File: src/sv/btd_pkg.sv
`timescale 1ns / 1ps
`default_nettype none

package btd_pkg;

  // entry count and capacity width; capacity never exceeds 31, so neither does the count
  localparam int CNT_W = 5;
  localparam logic [CNT_W-1:0] CAP_RESET = 5'd16;

  // APB register map (word index = paddr[PADDR_W-1:2])
  localparam int PADDR_W = 3;
  localparam int PDATA_W = 32;
  localparam logic [PADDR_W-3:0] REG_CAPACITY = 1'b0;

  typedef enum logic [1:0] {
    REQ_PUSH_BOTTOM = 2'd0,
    REQ_PUSH_TOP    = 2'd1,
    REQ_POP_BOTTOM  = 2'd2,
    REQ_POP_TOP     = 2'd3
  } req_t;

  typedef enum logic [1:0] {
    STAT_DONE    = 2'd0,
    STAT_FULL    = 2'd1,
    STAT_EMPTY   = 2'd2,
    STAT_MISSING = 2'd3
  } status_t;

  typedef enum logic {
    ST_IDLE = 1'b0,
    ST_READ = 1'b1
  } state_t;

endpackage

`default_nettype wire

File: src/sv/btd_ring.sv
`timescale 1ns / 1ps
`default_nettype none

module btd_ring #(
  parameter int DEPTH        = 16,
  parameter int HANDLE_WIDTH = 32,
  parameter int IDX_W        = $clog2(DEPTH)
) (
  input  wire logic                    clk,
  input  wire logic                    we,
  input  wire logic [IDX_W-1:0]        waddr,
  input  wire logic [HANDLE_WIDTH-1:0] wfn,
  input  wire logic [HANDLE_WIDTH-1:0] wargs,
  input  wire logic                    re,
  input  wire logic [IDX_W-1:0]        raddr,
  output logic      [HANDLE_WIDTH-1:0] rfn,
  output logic      [HANDLE_WIDTH-1:0] rargs
);

  logic [HANDLE_WIDTH-1:0] function_store [DEPTH];
  logic [HANDLE_WIDTH-1:0] args_store [DEPTH];

  always_ff @(posedge clk) begin
    if (we) begin
      function_store[waddr] <= wfn;
      args_store[waddr]     <= wargs;
    end
  end

  // read data holds until the next read
  always_ff @(posedge clk) begin
    if (re) begin
      rfn   <= function_store[raddr];
      rargs <= args_store[raddr];
    end
  end

endmodule

`default_nettype wire

File: src/sv/btd_ctrl.sv
`timescale 1ns / 1ps
`default_nettype none

module btd_ctrl
  import btd_pkg::*;
#(
  parameter int DEPTH        = 16,
  parameter int HANDLE_WIDTH = 32,
  parameter int IDX_W        = $clog2(DEPTH)
) (
  input  wire logic                    clk,
  input  wire logic                    rst,
  input  wire logic [CNT_W-1:0]        capacity,
  // request side
  input  wire logic                    req_valid,
  output logic                         req_ready,
  input  wire logic [1:0]              req_type,
  input  wire logic [HANDLE_WIDTH-1:0] task_function,
  input  wire logic [HANDLE_WIDTH-1:0] task_args,
  // result side
  output logic                         res_valid,
  input  wire logic                    res_ready,
  output logic [1:0]                   status,
  output logic [HANDLE_WIDTH-1:0]      popped_function,
  output logic [HANDLE_WIDTH-1:0]      popped_args,
  output logic                         is_empty,
  output logic [CNT_W-1:0]             entry_count,
  // ring memory
  output logic                         mem_we,
  output logic [IDX_W-1:0]             mem_waddr,
  output logic                         mem_re,
  output logic [IDX_W-1:0]             mem_raddr,
  input  wire logic [HANDLE_WIDTH-1:0] mem_rfn,
  input  wire logic [HANDLE_WIDTH-1:0] mem_rargs
);

  localparam int SUM_W = ((IDX_W > CNT_W) ? IDX_W : CNT_W) + 1;
  localparam logic [IDX_W-1:0] LAST_SLOT = IDX_W'(DEPTH - 1);
  localparam logic [SUM_W-1:0] DEPTH_S   = SUM_W'(DEPTH);

  state_t state, state_next;

  logic [IDX_W-1:0] head, head_next;
  logic [CNT_W-1:0] count, count_next;

  req_t             req;
  logic             is_push, missing, full, empty, grant;
  status_t          code;
  logic [CNT_W-1:0] offset;
  logic [SUM_W-1:0] sum;
  logic [IDX_W-1:0] slot_bot, head_dec, head_inc, slot;
  logic             out_free, accept, load_now, load_read;

  // decode
  always_comb begin
    req      = req_t'(req_type);
    is_push  = (req == REQ_PUSH_BOTTOM) || (req == REQ_PUSH_TOP);
    missing  = (task_function == '0) || (task_args == '0);
    full     = (count >= capacity) || (32'(count) >= 32'(DEPTH));
    empty    = (count == '0);
    if (is_push) begin
      grant = !missing && !full;
      code  = missing ? STAT_MISSING : (full ? STAT_FULL : STAT_DONE);
    end else begin
      grant = !empty;
      code  = empty ? STAT_EMPTY : STAT_DONE;
    end

    // bottom slot: head + count for a push, head + count - 1 for a pop (mod DEPTH)
    offset   = (req == REQ_PUSH_BOTTOM) ? count : count - CNT_W'(1);
    sum      = SUM_W'(head) + SUM_W'(offset);
    slot_bot = (sum >= DEPTH_S) ? IDX_W'(sum - DEPTH_S) : IDX_W'(sum);
    head_dec = (head == '0) ? LAST_SLOT : head - IDX_W'(1);
    head_inc = (head == LAST_SLOT) ? '0 : head + IDX_W'(1);

    case (req)
      REQ_PUSH_BOTTOM: slot = slot_bot;
      REQ_PUSH_TOP:    slot = head_dec;
      REQ_POP_BOTTOM:  slot = slot_bot;
      REQ_POP_TOP:     slot = head;
      default:         slot = head;
    endcase

    head_next  = head;
    count_next = count;
    if (grant) begin
      if (is_push) begin
        count_next = count + CNT_W'(1);
      end else begin
        count_next = count - CNT_W'(1);
      end
      if (req == REQ_PUSH_TOP) begin
        head_next = head_dec;
      end else if (req == REQ_POP_TOP) begin
        head_next = head_inc;
      end
    end
  end

  // next state
  always_comb begin
    state_next = state;
    case (state)
      ST_IDLE: begin
        if (accept && !is_push && grant) begin
          state_next = ST_READ;
        end
      end
      ST_READ: begin
        if (out_free) begin
          state_next = ST_IDLE;
        end
      end
      default: state_next = ST_IDLE;
    endcase
  end

  // outputs
  always_comb begin
    out_free  = !res_valid || res_ready;
    req_ready = (state == ST_IDLE) && out_free;
    accept    = req_valid && req_ready;
    mem_we    = accept && is_push && grant;
    mem_waddr = slot;
    mem_re    = accept && !is_push && grant;
    mem_raddr = slot;
    // pushes and refused requests produce their result at once; pops after the read
    load_now  = accept && !(!is_push && grant);
    load_read = (state == ST_READ) && out_free;
  end

  always_ff @(posedge clk) begin
    if (rst) begin
      state     <= ST_IDLE;
      head      <= '0;
      count     <= '0;
      res_valid <= 1'b0;
    end else begin
      state <= state_next;
      if (accept) begin
        head  <= head_next;
        count <= count_next;
      end
      if (load_now || load_read) begin
        res_valid <= 1'b1;
      end else if (res_ready) begin
        res_valid <= 1'b0;
      end
    end
  end

  always_ff @(posedge clk) begin
    if (load_now) begin
      status          <= code;
      popped_function <= '0;
      popped_args     <= '0;
      is_empty        <= (count_next == '0);
      entry_count     <= count_next;
    end else if (load_read) begin
      status          <= STAT_DONE;
      popped_function <= mem_rfn;
      popped_args     <= mem_rargs;
      is_empty        <= (count == '0);
      entry_count     <= count;
    end
  end

endmodule

`default_nettype wire

File: src/sv/bounded_task_deque.sv
`timescale 1ns / 1ps
`default_nettype none

// Bounded double-ended queue of task entries (function handle, argument handle) for a
// work-stealing scheduler. The entries sit in a ring memory of DEPTH slots with a head
// index and a count. Requests arrive on s_* with the request type in s_tuser; every
// request yields one result on m_* with the status in m_tuser. Pushes, and any refused
// request, load their result straight into the output register; a successful pop first
// reads the entry from a synchronous memory and loads it from the ST_READ state. A new
// request is taken when idle and the output register is free or being drained. Capacity
// is an APB register at byte address 0 (reset 16, taken as min(capacity, DEPTH));
// lowering it below the current count keeps the entries and only refuses pushes.
module bounded_task_deque
  import btd_pkg::*;
#(
  parameter int DEPTH        = 16,
  parameter int HANDLE_WIDTH = 32
) (
  input  wire logic                     clk,
  input  wire logic                     rst,
  // APB configuration
  input  wire logic                     psel,
  input  wire logic                     penable,
  input  wire logic                     pwrite,
  input  wire logic [PADDR_W-1:0]       paddr,
  input  wire logic [PDATA_W-1:0]       pwdata,
  output logic      [PDATA_W-1:0]       prdata,
  output logic                          pready,
  // request stream
  input  wire logic                     s_tvalid,
  output logic                          s_tready,
  // s_tdata: task_function, task_args, zero padding
  input  wire logic [((2*HANDLE_WIDTH+7)/8)*8-1:0] s_tdata,
  // s_tuser: req_type
  input  wire logic [1:0]               s_tuser,
  // result stream
  output logic                          m_tvalid,
  input  wire logic                     m_tready,
  // m_tdata: popped_function, popped_args, is_empty, entry_count, zero padding
  output logic [((2*HANDLE_WIDTH+1+CNT_W+7)/8)*8-1:0] m_tdata,
  // m_tuser: status
  output logic [1:0]                    m_tuser
);

  localparam int IDX_W       = $clog2(DEPTH);
  localparam int OUT_TDATA_W = ((2*HANDLE_WIDTH+1+CNT_W+7)/8)*8;

  logic [CNT_W-1:0]        capacity;
  logic                    cfg_wr;

  logic [HANDLE_WIDTH-1:0] popped_function, popped_args;
  logic                    is_empty;
  logic [CNT_W-1:0]        entry_count;

  logic                    mem_we, mem_re;
  logic [IDX_W-1:0]        mem_waddr, mem_raddr;
  logic [HANDLE_WIDTH-1:0] mem_rfn, mem_rargs;

  assign pready = 1'b1;
  assign cfg_wr = psel && penable && pwrite && pready;

  always_ff @(posedge clk) begin
    if (rst) begin
      capacity <= CAP_RESET;
    end else if (cfg_wr && (paddr[PADDR_W-1:2] == REG_CAPACITY)) begin
      capacity <= pwdata[CNT_W-1:0];
    end
  end

  always_comb begin
    if (paddr[PADDR_W-1:2] == REG_CAPACITY) begin
      prdata = PDATA_W'(capacity);
    end else begin
      prdata = '0;
    end
  end

  btd_ctrl #(
    .DEPTH        (DEPTH),
    .HANDLE_WIDTH (HANDLE_WIDTH),
    .IDX_W        (IDX_W)
  ) u_ctrl (
    .clk             (clk),
    .rst             (rst),
    .capacity        (capacity),
    .req_valid       (s_tvalid),
    .req_ready       (s_tready),
    .req_type        (s_tuser),
    .task_function   (s_tdata[HANDLE_WIDTH-1:0]),
    .task_args       (s_tdata[2*HANDLE_WIDTH-1:HANDLE_WIDTH]),
    .res_valid       (m_tvalid),
    .res_ready       (m_tready),
    .status          (m_tuser),
    .popped_function (popped_function),
    .popped_args     (popped_args),
    .is_empty        (is_empty),
    .entry_count     (entry_count),
    .mem_we          (mem_we),
    .mem_waddr       (mem_waddr),
    .mem_re          (mem_re),
    .mem_raddr       (mem_raddr),
    .mem_rfn         (mem_rfn),
    .mem_rargs       (mem_rargs)
  );

  btd_ring #(
    .DEPTH        (DEPTH),
    .HANDLE_WIDTH (HANDLE_WIDTH),
    .IDX_W        (IDX_W)
  ) u_ring (
    .clk   (clk),
    .we    (mem_we),
    .waddr (mem_waddr),
    .wfn   (s_tdata[HANDLE_WIDTH-1:0]),
    .wargs (s_tdata[2*HANDLE_WIDTH-1:HANDLE_WIDTH]),
    .re    (mem_re),
    .raddr (mem_raddr),
    .rfn   (mem_rfn),
    .rargs (mem_rargs)
  );

  assign m_tdata = OUT_TDATA_W'({entry_count, is_empty, popped_args, popped_function});

endmodule

`default_nettype wire

File: config.mk
export PLATFORM = sky130hd
export DESIGN_NAME = bounded_task_deque
export DESIGN_NICKNAME = d
export VERILOG_FILES = /design/src/sv/btd_pkg.sv /design/src/sv/btd_ring.sv /design/src/sv/btd_ctrl.sv /design/src/sv/bounded_task_deque.sv
export SDC_FILE = /design/constraint.sdc
export NUM_CORES = 1
export LEC_CHECK = 0
export CAP_MARGIN = 20
export CELL_PAD_IN_SITES_DETAIL_PLACEMENT = 0
export CELL_PAD_IN_SITES_GLOBAL_PLACEMENT = 2
export CORE_UTILIZATION = 52
export CTS_BUF_LIST = sky130_fd_sc_hd__clkbuf_8
export DETAILED_ROUTE_END_ITERATION = 12
export DONT_BUFFER_PORTS = 1
export PLACE_DENSITY = 0.88
export SLEW_MARGIN = 30
export SYNTH_ARGS = -nofsm -noshare
export SYNTH_HDL_FRONTEND = slang
export SYNTH_HIERARCHICAL = 1
export SYNTH_SLANG_ARGS = --single-unit
File: constraint.sdc
create_clock -name clk -period 9.4 [get_ports clk]
set_clock_uncertainty 0.2 [all_clocks]
set_input_delay 0.94 -clock clk [delete_from_list [all_inputs] [get_ports clk]]
set_output_delay 0.94 -clock clk [all_outputs]
set_load 0.005 [all_outputs]
# == Word-level counts from Yosys, hierarchy flattened ==
# Memory sizes are Yosys's and may differ from the RTL's. A register that Yosys moved wholly into a read port is not among the register bits.
# Cells that the tools add are included.
# totals
out_inout_bits,109
input_bits,108
ramBits,1024
mem_count,2
regBits,88
# op_classes
n_eq_ne,4
n_addsub,6
muxes,28
n_reduce_logical,35
order_cmp,3
bitwise,2
# mem_list
memory,depth,word_bits,read_ports,rd_clocked_by_memory_dff,write_ports,line_no,text
u_ring.args_store,16,32,1,1,1,btd_ring.sv:21,logic [HANDLE_WIDTH-1:0] args_store [DEPTH];
u_ring.function_store,16,32,1,1,1,btd_ring.sv:20,logic [HANDLE_WIDTH-1:0] function_store [DEPTH];
# ops
operator,n
zero test 32 bit,2
2-to-1 mux 5 bit,6
2-to-1 mux 4 bit,5
logical AND 1 bit,13
one-hot mux 4 bit (3 select lines),1
zero test 5 bit,2
2-to-1 mux 1 bit,10
2-to-1 mux 2 bit,5
"subtractor 4 x 1 -> 4 bit, second input constant",2
adder 4 x 5 -> 6 bit,1
">= comparator 6 x 5 -> 1 bit, second input constant",1
zero test 1 bit,6
nonzero test 2 bit,3
"adder 5 x 1 -> 5 bit, second input constant",1
>= comparator 5 bit,1
">= comparator 5 bit, second input constant",1
logical OR 1 bit,5
"subtractor 5 x 1 -> 5 bit, second input constant",1
"adder 4 x 1 -> 4 bit, second input constant",1
"equality test 2 bit, second input constant",2
"equality test 4 bit, second input constant",1
zero test 4 bit,1
AND reduction 3 bit,1
"equality test 2 x 1 -> 1 bit, second input constant",1
4 further kinds,5

# == Depth between registers and ports, before layout ==
# Gate-level depths: netlist (run 1).
# logic_depth
ltp_word,10
ltp_mapped,16
depth_no_buf,13

# == Cells and area by module ==
# The synthesis (run 1) kept the hierarchy.
# by_module_without_submodules
mod,area_each_um2,n_inst,seq_area_each_um2,cells_each
btd_ring,40222.3,1,32671.3,1647
btd_ctrl,3990.1,1,1741.7,490
bounded_task_deque,516.7,1,100.1,61

# == Least setup slack after synthesis (run 1) ==
# No wires, ideal clock.
# synth_timing
kind,in2reg
start,input s_tuser[0]
end,memory u_ring.args_store[0][0] (enable)
stages,13
setup_time_ns,0.565
t_arrival_ns,7.586
slack_ns,1.050
cell_sequence,clkbuf_1 -> or2_2 -> clkbuf_1 -> o21a_1 -> ha_1 -> a21o_1 -> a21oi_1 -> xnor2_1 -> nor2_1 -> a21oi_1 -> buf_4 -> or3b_2 -> nor3_1
# synth_via
elab_chain_len,6
elab_cells_between_ends,17
cone_classes,2 x add/sub; 1 x order compare; 3 x eq/ne; 6 x mux; 5 x reduce/logical
# synth_lines
item,line_no,text
start: declaration,bounded_task_deque.sv:35,"input wire logic [1:0] s_tuser,"
zero test 2 bit,"btd_ctrl.sv:70, btd_ctrl.sv:76",
2-to-1 mux 5 bit,btd_ctrl.sv:70,offset = (req == REQ_PUSH_BOTTOM) ? count : count - CNT_W'(1);
adder 4 x 5 -> 6 bit,btd_ctrl.sv:71,sum = SUM_W'(head) + SUM_W'(offset);
>= comparator 6 x 5 -> 1 bit or subtractor 4 x 1 -> 4 bit (tied branches),btd_ctrl.sv:72,slot_bot = (sum >= DEPTH_S) ? IDX_W'(sum - DEPTH_S) : IDX_W'(sum);
2-to-1 mux 4 bit,btd_ctrl.sv:72,
one-hot mux 4 bit (3 select lines) *,btd_ctrl.sv:76,case (req)
named net mem_raddr[3],bounded_task_deque.sv:56,"logic [IDX_W-1:0] mem_waddr, mem_raddr;"
end: declaration,btd_ring.sv:21,
# The timed path passes the listed nets; every way through them passes the cells marked *.

# == Worst setup path in the final report (run 1) ==
# layout_timing
start,register u_ctrl.count[0]
end,memory u_ring.args_store[9][26] (enable)
# layout_via
elab_cells_between_ends,18
cone_classes,3 x add/sub; 3 x order compare; 6 x mux; 6 x reduce/logical
# layout_lines
item,line_no,text
start: declaration,btd_ctrl.sv:44,"logic [CNT_W-1:0] count, count_next;"
start signal: assignment,btd_ctrl.sv:142,count <= count_next;
subtractor 5 x 1 -> 5 bit,btd_ctrl.sv:70,
2-to-1 mux 5 bit *,btd_ctrl.sv:70,
adder 4 x 5 -> 6 bit *,btd_ctrl.sv:71,
>= comparator 6 x 5 -> 1 bit or subtractor 4 x 1 -> 4 bit (tied branches),btd_ctrl.sv:72,
2-to-1 mux 4 bit *,btd_ctrl.sv:72,
one-hot mux 4 bit (3 select lines) *,btd_ctrl.sv:76,
named net mem_raddr[3],bounded_task_deque.sv:56,
# Marked as above.

==> results.tsv, run 1 <==
metric	value	unit
outcome	completed	
worst slew pin tran	1.004	ns
initial core utilization	0.5253	
latest clock arrival within the worst-skew pair	0.84	ns
crit path max-delay cell type	buf_4	
vias per cell	6.034	
final hold vios	0	
initial antenna violation count	3	
#FFs+latches synth	1176	
peak supply drop	0.1613	mV
post-synthesis mux area share	0.1318	
crit-path cells	inv_1 > ha_1 > nand2_1 > o21a_1 > ha_1 > a21o_1 > a21oi_1 > xnor2_1 > nor2_1 > a21oi_1 > nand3b_1 > nor2_4 > buf_4	
largest net degree at the start of global routing	75	
worst path bufs/invs	2	
Max Transition Viols Final	0	
share of the synthesized area in the top cell type	0.7358	
vias in the first global route	22310	
FP Rows	107	
post-synthesis cell area	44730	sq um
Area Overhead vs Synth	12.13	%
fraction of registers with async set/reset	0	
Die H	295.3	microns
area leader, netlist	edfxtp_1	
vias	22130	
GRT Residual Overflow	0	
Worst Hold Class	primary input to flop	
Detailed Route WL	100100	microns
HPWL after DPL	48890	microns
Worst slew margin	0.3304	
nets@finish	2495	
Setup TNS	0	ns
fmax	177.4	MHz
Seq/Total Area, Yosys	0.7716	
Pwr Total	0.01294	W
global-route wire length before repair	145000	microns
critical setup path kind	flop to flop	
largest family of logic cells by synthesized area	multiplexers	
total track usage	0.2321	
ys flop type	edfxtp_1	
Cell variety after synth	64	
CP startpoint kind	flop	
share of layout cells above drive strength 1	0.2315	
Pre-Repair DR Iteration Count	5	
Post-synth EDFFs	1096	
Synth Area in Compound Gates	0.03684	
die area	87190	sq um
DR iter-0 viols	2523	
Static Leak	16.20	nW
post-CTS setup buffer count	0	
Longest Clk Path Bufs	3	
period utilization	0.5997	
total CTS buffers	178	
synthesized instance count	2198	
post-route DRC violation count	0	
IO Pins	217	
post-route ant nets	0	
crit end category	flop	
CP delay by family, top	simple AND/OR/NAND/NOR gates	
Synth Area in XOR/XNOR	0.002154	
CP max stage delay	0.85	ns
CTS tree	yes	
Post-CTS Hold Buffers	67	
post-synthesis adder-cell area fraction	0.004364	
worst path required time	9.63	ns
Die Wd	295.3	microns
post_cts resized	0	
syn_area_per_cell	20.35	sq um
power per cell area	257.9	nW/um^2
Placeable Area	85150	sq um
post-synthesis simple-gate area fraction	0.03295	
GP Congestion	0.7613	
Critical Path Fanout Max	45	
top cells by area, synth	edfxtp_1 (74%), mux4_2 (13%), dfxtp_1 (3.6%)	
# Max-Cap Violations	0	
clock sinks	1176	
CP Data Arrival Time	5.87	ns
clock root cell	clkbuf_8	
Tmin final	5.637	ns
H-tree levels	4	
Routed WL per cell	27.29	microns
Ys Warns	6	
Setup-failing EPs final	0	
RSZ-0062 raised after global routing	no	
CTS clk-pin slew, worst paths	0.06	ns
input/output buffers	0	
-- cell usage in the layout (no fill, tap or decap), types with 3 or more instances in the layout --
| cell | instances |
|---|---|
| nor2_4 | 15 |
| buf_4 | 40 |
| a22oi_1 | 129 |
| inv_6 | 8 |
| clkinv_8 | 3 |
| and2b_2 | 5 |
| ha_1 | 14 |
| clkbuf_8 | 186 |
| dlygate4sd3_1 | 67 |
| edfxtp_1 | 1096 |
| o21ai_2 | 3 |
| buf_16 | 4 |
| buf_6 | 3 |
| xor2_1 | 3 |
| conb_1 | 30 |
| inv_1 | 89 |
| clkinv_1 | 27 |
| nand3_1 | 5 |
| mux4_2 | 256 |
| o21a_1 | 3 |
| bufinv_16 | 6 |
| nand4_1 | 6 |
| nor2b_1 | 3 |
| nor3_1 | 7 |
| xnor2_1 | 8 |
| mux2i_1 | 8 |
| nor2_1 | 15 |
| o21ai_0 | 6 |
| nor2b_4 | 4 |
| nor4_1 | 18 |
| a21oi_1 | 77 |
| clkinvlp_4 | 4 |
| clkinv_2 | 19 |
| nor3_2 | 4 |
| nand2b_1 | 14 |
| nand2_1 | 210 |
| dfxtp_1 | 80 |
-- sequential cells by signal (all words and copies together), names as in the netlist, 2 cells and up --
register	cells
u_ring/args_store	512
u_ring/function_store	512
u_ctrl/popped_args	32
u_ctrl/popped_function	32
u_ring/rargs	32
u_ring/rfn	32
capacity	5
u_ctrl/count	5
u_ctrl/entry_count	5
u_ctrl/head	4
u_ctrl/status	2
-- where the power goes --
| group | leakage, nW | switching [W] | total [W] | internal (W) |
|---|---|---|---|---|
| sequential | 10.5 | 0.000132 | 0.00626 | 0.00613 |
| clock | 2.02 | 0.00193 | 0.00395 | 0.00202 |
| combinational | 3.65 | 0.00158 | 0.00272 | 0.00114 |
-- path summary, 6_finish.rpt --
path	slack (ns)	endpoint	depth (start not counted)	start
max	3.76	u_ring/args_store[9][26]	13	u_ctrl/count[0]
max reg2reg	3.76	u_ring/args_store[9][26]	13	u_ctrl/count[0]
min	0.08	capacity[0]	2	rst
min reg2reg	0.27	u_ctrl/popped_args[8]	2	u_ctrl/popped_args[8]
-- layout make-up --
type,count,area (sq um)
Fill cell,6041,34990
Sequential cell,1176,34510
Multi-Input combinational cell,887,9607
Clock buffer,186,2560
Tap cell,1144,1431
Timing Repair Buffer,116,1155
Clock inverter,145,835.8
Inverter,13,48.80
Antenna cell,1,2.502
-- routing by layer --
| layer | track usage | share of wire | vias up |
|---|---|---|---|
| met1 | 0.3259 | 0.40 | 11610 |
| met4 | 0.06521 | 0.015 | 0 |
| met5 | 0 | 0 | - |
| li1 | - | - | 9314 |
| met2 | 0.3707 | 0.49 | 1092 |
| met3 | 0.05014 | 0.089 | 118 |
-- cell usage after synthesis, types with 2 or more instances --
library cell,n
a21o_1,2
a21oi_1,77
a22oi_1,129
and2_1,2
and2b_2,5
and3_1,2
buf_1,17
buf_2,24
buf_4,41
buf_6,14
clkbuf_1,54
conb_1,2
dfxtp_1,80
edfxtp_1,1096
ha_1,14
inv_1,12
mux2_2,2
mux2i_1,8
mux4_2,256
nand2_1,210
nand2b_1,15
nand3_1,5
nand3b_1,2
nand4_1,6
nor2_1,29
nor2b_1,6
nor3_1,11
nor3b_1,2
nor4_1,18
o211ai_1,2
o21a_1,3
o21ai_0,8
o21ai_2,3
or2_2,2
xnor2_1,8
xor2_1,3
-- worst reg2reg max path: stages (launching register included) --
cell	delay, ns
dfxtp_1	0.44
inv_1	0.21
ha_1	0.44
nand2_1	0.07
o21a_1	0.12
ha_1	0.26
a21o_1	0.17
a21oi_1	0.17
xnor2_1	0.14
nor2_1	0.06
a21oi_1	0.74
nand3b_1	0.47
nor2_4	0.82
buf_4	0.86
-- logic make-up after synthesis --
group,count (synthesis)
flops,1176
simple gates,325
mux,268
compound gates,238
buf+inv,163
fa+ha+maj,15
xor+xnor,11
other cells,2
-- metrics by stage --
stage | hold slack [ns] | instances | util | instance area (sq um) | setup WS, ns
final | 0.07927 | 3668 | 0.5890 | 50150 | 3.763
after global routing | 0.03377 | 3668 | 0.5890 | 50150 | 3.521
after CTS | 0.0006605 | 3663 | 0.5877 | 50040 | 3.783
after detailed placement | 0.2683 | 3265 | 0.5400 | 45980 | 3.611
after global placement | 0.2694 | 3264 | 0.5396 | 45940 | 3.570
after floorplan | 0.2527 | 2226 | - | 44830 | 1.050
No activity file was read; power rests on OpenSTA's default activity.
==> run 2, diff against run 1 <==
--- a/config.mk
+++ b/config.mk
@@ -8,11 +8,11 @@
 export CAP_MARGIN = 20
 export CELL_PAD_IN_SITES_DETAIL_PLACEMENT = 0
 export CELL_PAD_IN_SITES_GLOBAL_PLACEMENT = 2
-export CORE_UTILIZATION = 52
+export CORE_UTILIZATION = 47
 export CTS_BUF_LIST = sky130_fd_sc_hd__clkbuf_8
 export DETAILED_ROUTE_END_ITERATION = 12
 export DONT_BUFFER_PORTS = 1
-export PLACE_DENSITY = 0.88
+export PLACE_DENSITY = 0.84
 export SLEW_MARGIN = 30
 export SYNTH_ARGS = -nofsm -noshare
 export SYNTH_HDL_FRONTEND = slang
==> constraint.sdc (replaced) <==
create_clock -name clk -period 4.72 [get_ports clk]
set_clock_uncertainty 0.2 [all_clocks]
set_input_delay 0.472 -clock clk [delete_from_list [all_inputs] [get_ports clk]]
set_output_delay 0.472 -clock clk [all_outputs]
set_load 0.005 [all_outputs]
==> run 2 against run 1 <==
Against the previous run: critical endpoint is now u_ring/args_store[14][8]; critical path depth stayed put; highest routed layer is now met5; cell area is 1.6% higher; first-iteration DRC count is 15% lower; cell count is 3.5% higher; non-clock buffer count is 20 higher; power is 100% higher; largest cell class unchanged; utilization is 4.6 points lower; setup slack worse by 3.3 ns.
==> results.tsv, run 2 (synthesis gave the netlist of run 1 again) <==
metric	value	unit	change
initial antenna violation count	5		+2
die area	96410	sq um	+11%
total CTS buffers	180		+1.1%
vias	21960		-0.78%
share of layout cells above drive strength 1	0.2332		+0.001692
global-route wire length before repair	147500	microns	+1.7%
initial core utilization	0.4771		-0.04821
Routed WL per cell	26.52	microns	-2.8%
CTS tree	yes		
RSZ-0062 raised after global routing	no		
Worst slew margin	0.3828		+0.05244
CTS clk-pin slew, worst paths	0.06	ns	about the same
clock root cell	clkbuf_8		
power per cell area	515.7	nW/um^2	+100%
FP Rows	112		+4.7%
most frequent cells in the layout	edfxtp_1 (1,096), mux4_2 (256), nand2_1 (210)		
IO Pins	217		unchanged
period utilization	0.9018		+0.3021
worst slew pin tran	0.9236	ns	-0.08085 ns
Max Transition Viols Final	0		unchanged
CP Data Arrival Time	4.50	ns	-1.37 ns
GRT Residual Overflow	0		unchanged
Post-Route Utilization	0.5435		-0.04554
Detailed Route WL	100700	microns	+0.61%
Longest Clk Path Bufs	3		unchanged
largest net degree at the start of global routing	83		+11%
CP startpoint kind	flop		
# Max-Cap Violations	0		unchanged
clock sinks	1176		unchanged
peak supply drop	0.3741	mV	+130%
hold_ws	0.07900	ns	-0.0002721 ns
vias in the first global route	22610		+1.4%
post-CTS setup buffer count	0		unchanged
GP Congestion	0.7517		-1.3%
outcome	completed		
critical setup path kind	flop to flop		
HPWL after DPL	49280	microns	+0.81%
crit end category	flop		
post_cts resized	0		unchanged
latest clock arrival within the worst-skew pair	0.84	ns	about the same
total track usage	0.2128		-0.01934
post-route DRC violation count	0		unchanged
Die Wd	310.5	microns	+5.2%
Critical Path Fanout Max	64		+42%
Setup-failing EPs final	0		unchanged
Placeable Area	93750	sq um	+10%
H-tree levels	4		unchanged
Tmin final	4.256	ns	-1.381 ns
Pre-Repair DR Iteration Count	7		+2
Setup TNS	0	ns	unchanged
input/output buffers	0		unchanged
Worst Hold Class	primary input to flop		
leading cell type in the layout, fill and taps excluded	edfxtp_1		
Area Overhead vs Synth	13.91	%	
Static Leak	16.37	nW	+1.0%
vias per cell	5.784		-4.1%
Die H	310.5	microns	+5.2%
post-route ant nets	0		unchanged
final hold vios	0		unchanged
largest registers	u_ring/args_store x512, u_ring/function_store x512		
nets@finish	2517		+0.88%
Post-CTS Hold Buffers	85		+27%
fmax	234.9	MHz	+32%
# fillers	6983		+16%
DR iter-0 viols	2154		-15%
worst path required time	4.96	ns	-4.67 ns
## run 2: cell types whose count changed in the layout (fill, tap and decap cells not counted), sizes merged
cell / change
dlygate4sd3: +18
inv: -18
clkinv: +8
bufinv: +6
diode: +3
buf: +2
clkbuf: -2
clkinvlp: +2
## run 2: final cells by class
| class | count | area, sq um | area share |
|---|---|---|---|
| tap | 1254 | 1569 | 0.03079 |
| clock inverter | 143 | 960.9 | 0.01886 |
| sequential | 1176 | 34510 | 0.6774 |
| inverter | 13 | 48.80 | 0.0009577 |
| timing repair buffer | 136 | 1657 | 0.03251 |
| antenna | 4 | 10.01 | 0.0001965 |
| clock buffer | 184 | 2532 | 0.04970 |
| multi-input combinational | 887 | 9661 | 0.1896 |
## run 2: worst max-delay path: stages (launching register included)
cell	delay, ns
dfxtp_1	0.44
inv_1	0.21
ha_1	0.44
nand2_1	0.08
o21a_1	0.13
ha_1	0.29
a21o_1	0.16
a21oi_2	0.12
xnor2_1	0.13
nor2_1	0.07
a21oi_2	0.40
nand3_1	0.46
nor2_4	0.26
buf_12	0.42
## run 2: stage by stage
stage          worst slack [ns]  instances  instance area, sq um  power [W]
6_report                 0.4636       3797                 50950    0.02627
5_1_grt                  0.2116       3796                 50950    0.02736
4_1_cts                  0.4711       3791                 50920    0.02651
3_5_place_dp             0.5181       3379                 46570    0.01819
3_3_place_gp             0.5380       3379                 46570    0.01811
2_1_floorplan           -0.1019       2226                 45000    0.01665
## run 2: worst paths after layout
kind / depth (start not counted) / slack, ns / startpoint / to
setup / recovery: 13 / 0.46 / u_ctrl/count[0] / u_ring/args_store[14][8]
hold / removal: 5 / 0.08 / s_tdata[17] / u_ctrl/status[1]
setup reg to reg: 13 / 0.46 / u_ctrl/count[0] / u_ring/args_store[14][8]
hold reg to reg: 2 / 0.27 / u_ctrl/popped_function[3] / u_ctrl/popped_function[3]
## run 2: layer usage
| metal | global-route usage | vias up | routed length (microns) |
|---|---|---|---|
| li1 | - | 9364 | - |
| met1 | 0.2820 | 11480 | 39960 |
| met2 | 0.3486 | 962 | 50200 |
| met3 | 0.05129 | 156 | 8518 |
| met4 | 0.06725 | 2 | 2004 |
| met5 | 0 | - | 7 |
## run 2: power by group
part | switching (W) | total, W | internal (W)
sequential | 0.000269 | 0.0125 | 0.0122
combinational | 0.00322 | 0.00563 | 0.00241
clock | 0.00386 | 0.00817 | 0.00431
